<file path="src/rtl/assert_macros.svh">
// Assertion macros shared by the waypoint heading controller RTL.
`ifndef ASSERT_MACROS_SVH
`define ASSERT_MACROS_SVH

// Same-cycle implication, disabled while reset is low.
`define ASSERT_IMPL(lbl, clk, rstn, ante, cons) \
    lbl: assert property (@(posedge clk) disable iff (!rstn) (ante) |-> (cons)) \
    else $error("same-cycle implication failed");

// Next-cycle implication, disabled while reset is low.
`define ASSERT_NEXT(lbl, clk, rstn, ante, cons) \
    lbl: assert property (@(posedge clk) disable iff (!rstn) (ante) |=> (cons)) \
    else $error("next-cycle implication failed");

`endif

</file>
<file path="src/rtl/whc_pkg.sv">
// Types, constants and the arctangent table for the waypoint heading controller.
`default_nettype none

package whc_pkg;

    localparam int POS_W    = 24;
    localparam int ANG_W    = 16;
    localparam int TS_W     = 32;
    localparam int GAIN_W   = 16;
    localparam int SPEED_W  = 16;
    localparam int RAD_W    = 24;
    localparam int DIFF_W   = POS_W + 1;
    localparam int XY_W     = 28;
    localparam int ACC_W    = 32;
    localparam int MUL_W    = 26;
    localparam int PROD_W   = 2 * MUL_W;
    localparam int D2_W     = 50;
    localparam int ADDR_W   = 5;
    localparam int DATA_W   = 32;
    localparam int IN_W     = 96;
    localparam int OUT_W    = 40;

    localparam int CORDIC_STEPS_DEF = 16;
    localparam int CORDIC_MAX       = 24;
    localparam int ITER_W           = $clog2(CORDIC_MAX);

    localparam logic [GAIN_W-1:0] GAIN_RST = 16'd256;
    localparam logic [ACC_W-1:0]  HALF_TURN = 32'h8000_0000;

    typedef enum logic [2:0] {
        REG_TARGET_X,
        REG_TARGET_Y,
        REG_THETA_GAIN,
        REG_DRIVE_SPEED,
        REG_SLOW_RADIUS,
        REG_DONE_RADIUS,
        REG_DWELL_MS
    } reg_idx_t;

    typedef struct packed {
        logic signed [POS_W-1:0]   target_x;
        logic signed [POS_W-1:0]   target_y;
        logic        [GAIN_W-1:0]  theta_gain;
        logic signed [SPEED_W-1:0] drive_speed;
        logic        [RAD_W-1:0]   slow_radius;
        logic        [RAD_W-1:0]   done_radius;
        logic        [TS_W-1:0]    dwell_ms;
    } cfg_t;

    typedef enum logic [3:0] {
        ST_IDLE,
        ST_SQ_DX,
        ST_SQ_DY,
        ST_SQ_SLOW,
        ST_SQ_DONE,
        ST_DWELL,
        ST_ROT,
        ST_ITER,
        ST_GAIN,
        ST_SAT,
        ST_OUT
    } state_t;

    typedef enum logic [2:0] {
        MUL_DX,
        MUL_DY,
        MUL_SLOW,
        MUL_DONE,
        MUL_ERR
    } mul_sel_t;

    typedef struct packed {
        logic     load_in;
        mul_sel_t mul_sel;
        logic     d2_load;
        logic     d2_acc;
        logic     far_load;
        logic     dwell_upd;
        logic     cordic_init;
        logic     cordic_step;
        logic     rate_load;
        logic     out_load;
    } cmd_t;

    typedef struct packed {
        logic far;
        logic cordic_last;
        logic out_free;
    } sts_t;

    // atan(2^-i), 2^32 = full turn, rounded
    function automatic logic [ACC_W-1:0] atan_lut(input logic [ITER_W-1:0] i);
        logic [ACC_W-1:0] v;
        case (i)
            5'd0:    v = 32'h2000_0000;
            5'd1:    v = 32'h12E4_051E;
            5'd2:    v = 32'h09FB_385B;
            5'd3:    v = 32'h0511_11D4;
            5'd4:    v = 32'h028B_0D43;
            5'd5:    v = 32'h0145_D7E1;
            5'd6:    v = 32'h00A2_F61E;
            5'd7:    v = 32'h0051_7C55;
            5'd8:    v = 32'h0028_BE53;
            5'd9:    v = 32'h0014_5F2F;
            5'd10:   v = 32'h000A_2F98;
            5'd11:   v = 32'h0005_17CC;
            5'd12:   v = 32'h0002_8BE6;
            5'd13:   v = 32'h0001_45F3;
            5'd14:   v = 32'h0000_A2FA;
            5'd15:   v = 32'h0000_517D;
            5'd16:   v = 32'h0000_28BE;
            5'd17:   v = 32'h0000_145F;
            5'd18:   v = 32'h0000_0A30;
            5'd19:   v = 32'h0000_0518;
            5'd20:   v = 32'h0000_028C;
            5'd21:   v = 32'h0000_0146;
            5'd22:   v = 32'h0000_00A3;
            5'd23:   v = 32'h0000_0051;
            default: v = '0;
        endcase
        return v;
    endfunction

endpackage

`default_nettype wire

</file>
<file path="src/rtl/whc_regs.sv">
// Configuration register file with its APB-style access port.
`default_nettype none

module whc_regs
    import whc_pkg::*;
(
    input  wire logic              aclk,
    input  wire logic              aresetn,
    input  wire logic              psel,
    input  wire logic              penable,
    input  wire logic              pwrite,
    input  wire logic [ADDR_W-1:0] paddr,
    input  wire logic [DATA_W-1:0] pwdata,
    output logic      [DATA_W-1:0] prdata,
    output logic                   pready,
    output cfg_t                   cfg
);

    localparam cfg_t CFG_RST = '{
        target_x:    '0,
        target_y:    '0,
        theta_gain:  GAIN_RST,
        drive_speed: '0,
        slow_radius: '0,
        done_radius: '0,
        dwell_ms:    '0
    };

    cfg_t     cfg_reg;
    cfg_t     cfg_next;
    reg_idx_t reg_idx;
    logic     wr_en;

    assign pready  = 1'b1;
    assign reg_idx = reg_idx_t'(paddr[ADDR_W-1:2]);
    assign wr_en   = psel & penable & pwrite & pready;
    assign cfg     = cfg_reg;

    always_comb begin
        cfg_next = cfg_reg;
        if (wr_en) begin
            unique case (reg_idx)
                REG_TARGET_X:    cfg_next.target_x    = pwdata[POS_W-1:0];
                REG_TARGET_Y:    cfg_next.target_y    = pwdata[POS_W-1:0];
                REG_THETA_GAIN:  cfg_next.theta_gain  = pwdata[GAIN_W-1:0];
                REG_DRIVE_SPEED: cfg_next.drive_speed = pwdata[SPEED_W-1:0];
                REG_SLOW_RADIUS: cfg_next.slow_radius = pwdata[RAD_W-1:0];
                REG_DONE_RADIUS: cfg_next.done_radius = pwdata[RAD_W-1:0];
                REG_DWELL_MS:    cfg_next.dwell_ms    = pwdata[TS_W-1:0];
                default:         cfg_next = cfg_reg;
            endcase
        end
    end

    always_ff @(posedge aclk) begin
        if (!aresetn) begin
            cfg_reg <= CFG_RST;
        end else begin
            cfg_reg <= cfg_next;
        end
    end

    always_comb begin
        unique case (reg_idx)
            REG_TARGET_X:    prdata = {8'd0, cfg_reg.target_x};
            REG_TARGET_Y:    prdata = {8'd0, cfg_reg.target_y};
            REG_THETA_GAIN:  prdata = {16'd0, cfg_reg.theta_gain};
            REG_DRIVE_SPEED: prdata = {16'd0, cfg_reg.drive_speed};
            REG_SLOW_RADIUS: prdata = {8'd0, cfg_reg.slow_radius};
            REG_DONE_RADIUS: prdata = {8'd0, cfg_reg.done_radius};
            REG_DWELL_MS:    prdata = cfg_reg.dwell_ms;
            default:         prdata = '0;
        endcase
    end

endmodule

`default_nettype wire

</file>
<file path="src/rtl/whc_ctrl.sv">
// Sequencing state machine for the waypoint heading controller.
`default_nettype none
`include "assert_macros.svh"

module whc_ctrl
    import whc_pkg::*;
(
    input  wire logic aclk,
    input  wire logic aresetn,
    input  wire logic s_tvalid,
    output logic      s_tready,
    input  sts_t      sts,
    output cmd_t      cmd
);

    state_t state_reg;
    state_t state_next;

    assign s_tready = (state_reg == ST_IDLE);

    always_ff @(posedge aclk) begin
        if (!aresetn) begin
            state_reg <= ST_IDLE;
        end else begin
            state_reg <= state_next;
        end
    end

    always_comb begin
        state_next  = state_reg;
        cmd         = '0;
        cmd.mul_sel = MUL_DX;
        unique case (state_reg)
            ST_IDLE: begin
                if (s_tvalid) begin
                    cmd.load_in = 1'b1;
                    state_next  = ST_SQ_DX;
                end
            end
            ST_SQ_DX: begin
                cmd.mul_sel = MUL_DX;
                state_next  = ST_SQ_DY;
            end
            ST_SQ_DY: begin
                cmd.mul_sel = MUL_DY;
                cmd.d2_load = 1'b1;
                state_next  = ST_SQ_SLOW;
            end
            ST_SQ_SLOW: begin
                cmd.mul_sel = MUL_SLOW;
                cmd.d2_acc  = 1'b1;
                state_next  = ST_SQ_DONE;
            end
            ST_SQ_DONE: begin
                cmd.mul_sel  = MUL_DONE;
                cmd.far_load = 1'b1;
                state_next   = ST_DWELL;
            end
            ST_DWELL: begin
                cmd.dwell_upd = 1'b1;
                state_next    = sts.far ? ST_ROT : ST_OUT;
            end
            ST_ROT: begin
                cmd.cordic_init = 1'b1;
                state_next      = ST_ITER;
            end
            ST_ITER: begin
                cmd.cordic_step = 1'b1;
                if (sts.cordic_last) begin
                    state_next = ST_GAIN;
                end
            end
            ST_GAIN: begin
                cmd.mul_sel = MUL_ERR;
                state_next  = ST_SAT;
            end
            ST_SAT: begin
                cmd.rate_load = 1'b1;
                state_next    = ST_OUT;
            end
            ST_OUT: begin
                if (sts.out_free) begin
                    cmd.out_load = 1'b1;
                    state_next   = ST_IDLE;
                end
            end
            default: state_next = ST_IDLE;
        endcase
    end

    `ASSERT_NEXT(a_accept_starts, aclk, aresetn, cmd.load_in, state_reg == ST_SQ_DX)
    `ASSERT_IMPL(a_out_load_free, aclk, aresetn, cmd.out_load, sts.out_free)
    `ASSERT_NEXT(a_iter_exit, aclk, aresetn, (state_reg == ST_ITER) && sts.cordic_last, state_reg == ST_GAIN)

endmodule

`default_nettype wire

</file>
<file path="src/rtl/whc_dp.sv">
// Datapath: shared multiplier, distance compares, dwell timer, CORDIC and output word.
`default_nettype none
`include "assert_macros.svh"

module whc_dp
    import whc_pkg::*;
#(
    parameter int CORDIC_STEPS = CORDIC_STEPS_DEF
) (
    input  wire logic              aclk,
    input  wire logic              aresetn,
    input  cmd_t                   cmd,
    input  cfg_t                   cfg,
    input  wire logic [POS_W-1:0]  in_pos_x,
    input  wire logic [POS_W-1:0]  in_pos_y,
    input  wire logic [ANG_W-1:0]  in_heading,
    input  wire logic [TS_W-1:0]   in_timestamp_ms,
    output sts_t                   sts,
    output logic                   m_tvalid,
    input  wire logic              m_tready,
    output logic      [OUT_W-1:0]  m_tdata
);

    localparam int NSTEP = (CORDIC_STEPS > CORDIC_MAX) ? CORDIC_MAX : CORDIC_STEPS;
    localparam logic [ITER_W-1:0] ITER_LAST = ITER_W'(NSTEP - 1);

    logic signed [DIFF_W-1:0] dx_reg, dy_reg;
    logic        [ANG_W-1:0]  head_reg;
    logic        [TS_W-1:0]   ts_reg;
    logic signed [PROD_W-1:0] prod_reg;
    logic        [D2_W-1:0]   d2_reg;
    logic                     far_reg;
    logic                     dwell_active_reg;
    logic        [TS_W-1:0]   dwell_start_reg;
    logic                     done_reg;
    logic signed [XY_W-1:0]   x_reg, y_reg;
    logic        [ACC_W-1:0]  acc_reg;
    logic        [ITER_W-1:0] iter_reg;
    logic        [ANG_W-1:0]  rate_reg;
    logic                     out_valid_reg;
    logic        [OUT_W-1:0]  out_data_reg;

    logic signed [MUL_W-1:0]  mul_a, mul_b;
    logic        [D2_W-1:0]   rad2;
    logic                     near;
    logic        [TS_W-1:0]   start_sel, elapsed;
    logic signed [XY_W-1:0]   dx_ext, dy_ext, xs, ys;
    logic        [ACC_W-1:0]  acc_rnd;
    logic        [ANG_W-1:0]  err;
    logic signed [33:0]       rnd, shifted;
    logic        [ANG_W-1:0]  rate_sat;

    // operand select for the shared multiplier
    always_comb begin
        case (cmd.mul_sel)
            MUL_DX: begin
                mul_a = {dx_reg[DIFF_W-1], dx_reg};
                mul_b = {dx_reg[DIFF_W-1], dx_reg};
            end
            MUL_DY: begin
                mul_a = {dy_reg[DIFF_W-1], dy_reg};
                mul_b = {dy_reg[DIFF_W-1], dy_reg};
            end
            MUL_SLOW: begin
                mul_a = {2'b00, cfg.slow_radius};
                mul_b = {2'b00, cfg.slow_radius};
            end
            MUL_DONE: begin
                mul_a = {2'b00, cfg.done_radius};
                mul_b = {2'b00, cfg.done_radius};
            end
            MUL_ERR: begin
                mul_a = {{(MUL_W-ANG_W){err[ANG_W-1]}}, err};
                mul_b = {{(MUL_W-GAIN_W){1'b0}}, cfg.theta_gain};
            end
            default: begin
                mul_a = '0;
                mul_b = '0;
            end
        endcase
    end

    assign rad2 = prod_reg[D2_W-1:0];
    assign near = (d2_reg <= rad2);

    // elapsed time counts from this sample when the dwell has just begun
    assign start_sel = dwell_active_reg ? dwell_start_reg : ts_reg;
    assign elapsed   = ts_reg - start_sel;

    assign dx_ext = {{(XY_W-DIFF_W){dx_reg[DIFF_W-1]}}, dx_reg};
    assign dy_ext = {{(XY_W-DIFF_W){dy_reg[DIFF_W-1]}}, dy_reg};
    assign xs     = x_reg >>> iter_reg;
    assign ys     = y_reg >>> iter_reg;

    assign acc_rnd = acc_reg + 32'h0000_8000;
    assign err     = acc_rnd[ACC_W-1:ACC_W-ANG_W] - head_reg;

    assign rnd     = prod_reg[33:0] + 34'sd128;
    assign shifted = rnd >>> 8;

    always_comb begin
        if (shifted > 34'sd32767) begin
            rate_sat = 16'h7FFF;
        end else if (shifted < -34'sd32768) begin
            rate_sat = 16'h8000;
        end else begin
            rate_sat = shifted[ANG_W-1:0];
        end
    end

    always_ff @(posedge aclk) begin
        prod_reg <= mul_a * mul_b;
        if (cmd.load_in) begin
            dx_reg   <= {cfg.target_x[POS_W-1], cfg.target_x} - {in_pos_x[POS_W-1], in_pos_x};
            dy_reg   <= {cfg.target_y[POS_W-1], cfg.target_y} - {in_pos_y[POS_W-1], in_pos_y};
            head_reg <= in_heading;
            ts_reg   <= in_timestamp_ms;
        end
        if (cmd.d2_load) begin
            d2_reg <= rad2;
        end else if (cmd.d2_acc) begin
            d2_reg <= d2_reg + rad2;
        end
        if (cmd.far_load) begin
            far_reg <= (d2_reg > rad2);
        end
        if (cmd.cordic_init) begin
            // half-turn pre-rotation into the right half plane
            if (dx_reg[DIFF_W-1]) begin
                x_reg   <= -dx_ext;
                y_reg   <= -dy_ext;
                acc_reg <= HALF_TURN;
            end else begin
                x_reg   <= dx_ext;
                y_reg   <= dy_ext;
                acc_reg <= '0;
            end
            iter_reg <= '0;
        end else if (cmd.cordic_step) begin
            if (!y_reg[XY_W-1]) begin
                x_reg   <= x_reg + ys;
                y_reg   <= y_reg - xs;
                acc_reg <= acc_reg + atan_lut(iter_reg);
            end else begin
                x_reg   <= x_reg - ys;
                y_reg   <= y_reg + xs;
                acc_reg <= acc_reg - atan_lut(iter_reg);
            end
            iter_reg <= iter_reg + 1'b1;
        end
        if (cmd.dwell_upd) begin
            rate_reg <= '0;
            if (near) begin
                done_reg <= (elapsed >= cfg.dwell_ms);
            end else begin
                done_reg <= 1'b0;
            end
        end else if (cmd.rate_load) begin
            rate_reg <= rate_sat;
        end
        if (cmd.out_load) begin
            out_data_reg <= {7'd0, done_reg, cfg.drive_speed, rate_reg};
        end
    end

    always_ff @(posedge aclk) begin
        if (!aresetn) begin
            dwell_active_reg <= 1'b0;
            dwell_start_reg  <= '0;
            out_valid_reg    <= 1'b0;
        end else begin
            if (cmd.dwell_upd) begin
                if (near) begin
                    if (!dwell_active_reg) begin
                        dwell_active_reg <= 1'b1;
                        dwell_start_reg  <= ts_reg;
                    end
                end else begin
                    dwell_active_reg <= 1'b0;
                end
            end
            if (cmd.out_load) begin
                out_valid_reg <= 1'b1;
            end else if (m_tready) begin
                out_valid_reg <= 1'b0;
            end
        end
    end

    assign sts.far         = far_reg;
    assign sts.cordic_last = (iter_reg == ITER_LAST);
    assign sts.out_free    = !out_valid_reg || m_tready;

    assign m_tvalid = out_valid_reg;
    assign m_tdata  = out_data_reg;

    `ASSERT_NEXT(a_out_valid, aclk, aresetn, cmd.out_load, m_tvalid)
    `ASSERT_NEXT(a_rot_acc, aclk, aresetn, cmd.cordic_init, (acc_reg == '0) || (acc_reg == HALF_TURN))
    `ASSERT_NEXT(a_leave_done, aclk, aresetn, cmd.dwell_upd && !near, !dwell_active_reg && !done_reg)

endmodule

`default_nettype wire

</file>
<file path="src/rtl/waypoint_heading_controller.sv">
// Top level of the waypoint heading controller: registers, controller and datapath.
//
//  channel   dir  handshake          payload
//  s_        in   s_tvalid/s_tready  s_tdata: pos_x, pos_y, heading, timestamp_ms
//  m_        out  m_tvalid/m_tready  m_tdata: turn_rate, forward_speed, done_res
//  apb       in   psel/penable       paddr 4*index, pwdata/prdata 32 bits, pready high
//
// One word in at a time. Outside the slow radius a word passes through the square, dwell,
// CORDIC, gain, saturate and output states before the next accept; inside it, CORDIC,
// gain and saturate are skipped. The squares and the gain share one multiplier,
// one product a cycle. The result sits in an output register, so a stalled m_ side holds
// the next word only in its final step. Reset is synchronous, active low.
`default_nettype none

module waypoint_heading_controller
    import whc_pkg::*;
#(
    parameter int CORDIC_STEPS = CORDIC_STEPS_DEF
) (
    input  wire logic              aclk,
    input  wire logic              aresetn,
    input  wire logic              s_tvalid,
    output logic                   s_tready,
    // [23:0] pos_x, [47:24] pos_y, [63:48] heading, [95:64] timestamp_ms
    input  wire logic [IN_W-1:0]   s_tdata,
    output logic                   m_tvalid,
    input  wire logic              m_tready,
    // [15:0] turn_rate, [31:16] forward_speed, [32] done_res, [39:33] zero
    output logic      [OUT_W-1:0]  m_tdata,
    input  wire logic              psel,
    input  wire logic              penable,
    input  wire logic              pwrite,
    input  wire logic [ADDR_W-1:0] paddr,
    input  wire logic [DATA_W-1:0] pwdata,
    output logic      [DATA_W-1:0] prdata,
    output logic                   pready
);

    cfg_t cfg;
    cmd_t cmd;
    sts_t sts;

    whc_regs u_regs (
        .aclk    (aclk),
        .aresetn (aresetn),
        .psel    (psel),
        .penable (penable),
        .pwrite  (pwrite),
        .paddr   (paddr),
        .pwdata  (pwdata),
        .prdata  (prdata),
        .pready  (pready),
        .cfg     (cfg)
    );

    whc_ctrl u_ctrl (
        .aclk     (aclk),
        .aresetn  (aresetn),
        .s_tvalid (s_tvalid),
        .s_tready (s_tready),
        .sts      (sts),
        .cmd      (cmd)
    );

    whc_dp #(
        .CORDIC_STEPS (CORDIC_STEPS)
    ) u_dp (
        .aclk            (aclk),
        .aresetn         (aresetn),
        .cmd             (cmd),
        .cfg             (cfg),
        .in_pos_x        (s_tdata[23:0]),
        .in_pos_y        (s_tdata[47:24]),
        .in_heading      (s_tdata[63:48]),
        .in_timestamp_ms (s_tdata[95:64]),
        .sts             (sts),
        .m_tvalid        (m_tvalid),
        .m_tready        (m_tready),
        .m_tdata         (m_tdata)
    );

endmodule

`default_nettype wire

</file>
<file path="config.mk">
export PLATFORM = sky130hd
export DESIGN_NAME = waypoint_heading_controller
export DESIGN_NICKNAME = d
export VERILOG_FILES = /design/src/rtl/whc_pkg.sv /design/src/rtl/whc_regs.sv /design/src/rtl/whc_ctrl.sv /design/src/rtl/whc_dp.sv /design/src/rtl/waypoint_heading_controller.sv
export VERILOG_INCLUDE_DIRS = /design/src /design/src/rtl
export SDC_FILE = /design/constraint.sdc
export NUM_CORES = 2
export LEC_CHECK = 0
export BUFFER_PORTS_ARGS = -buffer_cell sky130_fd_sc_hd__buf_2
export CAP_MARGIN = 20
export CORE_UTILIZATION = 45
export CTS_CLUSTER_DIAMETER = 40
export DETAILED_ROUTE_END_ITERATION = 10
export HOLD_SLACK_MARGIN = 0.1
export SYNTH_ARGS = -nofsm -noshare
export SYNTH_HDL_FRONTEND = slang
export SYNTH_HIERARCHICAL = 1
export SYNTH_SLANG_ARGS = --single-unit
export TNS_END_PERCENT = 30
</file>
<file path="constraint.sdc">
create_clock -name aclk -period 9.55 [get_ports aclk]
set_input_delay 0.955 -clock aclk [delete_from_list [all_inputs] [get_ports aclk]]
set_output_delay 0.955 -clock aclk [all_outputs]
set_load 0.01 [all_outputs]
</file>
==> reports/metrics.yaml <==
fin_area_um2: 76400
async_reset_ff_share_pct: 0
synth_edf_count: 271
mappedNetlistArea_um2: 66500
cts.hold.buffers_added: 0
critical_path.max_stage_delay_ps: 550
synthTopCellsByArea: "sky130_fd_sc_hd__fa_1, sky130_fd_sc_hd__edfxtp_1, sky130_fd_sc_hd__dfxtp_1, sky130_fd_sc_hd__ha_1, sky130_fd_sc_hd__inv_1"
ys_flop_type: "sky130_fd_sc_hd__dfxtp_1"
timing.critical_path.fanout_max: 6
finalClockSkew_ps: 115
insertion_delay_ps: 790
critical_path.reg2reg.startpoint: "u_dp/acc_reg[16]"
core_area_um2: 146000
seq_area_frac_synth_pct: 21.2
grt-ovfl-total: 0
post_drt_via_cell_ratio: 5.65
htree_num_levels: 3
layout.nets: 9160
synth_area_leader_cell: "sky130_fd_sc_hd__fa_1"
fmax_mhz: 105
holdCritStartpoint: "s_tdata[86]"
timing_worst_slew_pin_value_ps: 1160
synth_seq_cells: 570
timing_hold_violations_final: 0
grt_start_max_net_pins: 110
drt_first_iter_violations: 4690
timing.hold.ws_ps: 339
synth_largest_type_area_fraction_pct: 20.7
grt_antenna_before_repair: 9
utilization_pct: 52.3
port_buffers: 204
grt_setup_unrepaired: "true"
avgSynthCellArea_um2: 8.91
vias: 55869
drc_violations_left: 0
crit_share_post_route_pct: 99.7
number_of_sinks_driven_by_the_clock_tree: 570
routed_wl_mm: 210
effective_utilization_at_floorplan_pct: 45.5
gr-usage-all-layers_pct: 28.0
slew_violations: 0
startpoint_type: "flop"
critPathSlowestCell: "sky130_fd_sc_hd__fa_1"
num_rows: 140
timing.reg2reg.worst_path_depth: 41
hp-class: "input port to flop"
fin_tns_setup_ps: 0
design.die.area_um2: 149000
chipWidth_um: 386
areaGrowthSynthToFinish_pct: 15.0
detail-route-antenna-nets: 0
min_period_ps: 9520
cts.path.max_buffers: 3
die_height_um: 386
synthesis.yosys.warnings: 6
outcome: "completed"
cts.root.buffer_cell: "sky130_fd_sc_hd__clkbuf_16"
maxCapViolations: 0
netlist-cell-type-count: 108
first_pass_iters: 5
clk_transition_reported_paths_ps: 60
postPlaceCellArea_um2: 71200
timing.critical_path.required_ps: 10200
largest_register_ffs: 160
maxSlewHeadroom_pct: 22.6
cell_count_of_the_worst_hold_path: 1
cts_inserted_buffers: 113
wire_per_inst_um: 21.2
worst_hold_path.endpoint: "u_dp/ts_reg[22]"
worst_ep_arrival_time_ps: 10180
first_global_vias: 55098
start_to_end_type_of_the_worst_setup_path: "flop to flop"
pin_count: 215
path_common_cell: "sky130_fd_sc_hd__fa_1"
place_congestion: 0.965
reg2reg_setup_slack_ps: 30
worst_r2r_endpoint: "u_dp/prod_reg[49]"
syn-instance-count: 7465
post_route_cells_drive_above_1_share_pct: 14.7
setup.worst_path.end_class: "flop"
tritoncts_clock_tree: "yes"
hpwl_mm: 167
finalSetupViolations: 0
grt_first_pass_wirelength_mm: 321
==> layer usage <==
layer | part of all wire [%] | global-route usage [%]
met1 | 44 | 38.7
met2 | 44 | 43.5
met3 | 7.9 | 5.05
met4 | 4.0 | 10.5
met5 | 0.019 | 0
==> cells in the mapped netlist (all sizes together) (18+ instances only) <==
| master | instances |
|---|---|
| o21bai | 56 |
| a21boi | 53 |
| clkbuf | 240 |
| nor3 | 105 |
| o31ai | 36 |
| edfxtp | 271 |
| a221oi | 29 |
| dfxtp | 299 |
| a21o | 116 |
| fa | 686 |
| nor3b | 18 |
| a21oi | 400 |
| mux2 | 37 |
| mux4 | 73 |
| nand2b | 70 |
| and2 | 38 |
| nand4 | 38 |
| or3 | 29 |
| inv | 1062 |
| xnor2 | 263 |
| nand2 | 887 |
| or2 | 52 |
| xor2 | 118 |
| nor4 | 31 |
| a211oi | 50 |
| nor2b | 50 |
| ha | 469 |
| buf | 93 |
| o21ai | 285 |
| a22oi | 28 |
| o22ai | 20 |
| mux2i | 292 |
| o21a | 55 |
| o211ai | 32 |
| o41ai | 18 |
| nand3 | 97 |
| and3 | 23 |
| a22o | 24 |
| nor2 | 655 |
| a31oi | 57 |
==> placed cells by master, fill, tap and decap left out, drive strengths merged, types with 116 or more instances in the layout <==
master  count
xnor2     263
clkbuf    129
a21oi     400
inv      1095
ha        469
mux2i     292
nor2      655
edfxtp    271
buf       611
nand2     887
a21o      116
xor2      118
fa        686
dfxtp     299
o21ai     285
==> worst max path at each step <==
| stage | from | slack [ps] | cells after the start | to |
|---|---|---|---|---|
| finish | u_dp/acc_reg[16] | 30 | 41 | u_dp/prod_reg[49] |
| floorplan | u_dp/acc_reg[15] | 10 | 37 | u_dp/prod_reg[43] |
| global route | u_dp/acc_reg[16] | -300 | 40 | u_dp/prod_reg[49] |
| CTS | u_dp/acc_reg[15] | -20 | 41 | u_dp/prod_reg[42] |
| global placement | u_dp/acc_reg[15] | -340 | 38 | u_dp/prod_reg[43] |
| detailed placement | u_dp/acc_reg[15] | -450 | 39 | u_dp/prod_reg[43] |
==> layout make-up <==
cell class	count	area, um2
clock buffer	128	3070
inverter	1068	4010
antenna	4	10.0
multi-input combinational	5500	47500
fill	13602	69600
sequential	570	14100
timing repair buffer	612	4290
tap	1917	2400
clock inverter	86	980
==> critical path, delay by kind of cell, from the launching register on <==
family | cells | cell delay (ps)
XOR/XNOR | 2 | 320
AO/OA/AOI/OAI | 12 | 2220
flip-flops | 1 | 440
AND/OR/NAND/NOR | 7 | 1050
buffers and inverters | 10 | 1050
adder cells (fa/ha/maj) | 10 | 4310
==> through the flow <==
stage	std cells	worst slack [ps]
2_1_floorplan	7471	12.7
3_3_place_gp	9619	-340
3_5_place_dp	9620	-450
4_1_cts	9837	-15.1
5_1_grt	9881	-304
6_report	9885	25.2
==> repair_timing <==
item | 4_1_cts | 5_1_grt
pin swaps | 10 | 146
endpoints found under the setup margin | 19 | 25
resized for setup | 38 | 179
setup buffers | 4 | 44
cloned | 0 | 1
==> cells by family after synthesis <==
family	Yosys count	share of synthesized area, %
xor gates and xnor gates	382	5.05
buffers and inverters	1401	8.48
other	2	0.0113
DFF	570	21.2
AOI/OAI and AO/OA	1404	13.7
and+or+nand+nor	2149	14.4
muxes	402	7.59
adders and majority gates	1155	29.5
Power is left out: the tool's default activity adds up to more than one toggle a clock period on the data nets, which glitch-free logic cannot reach.
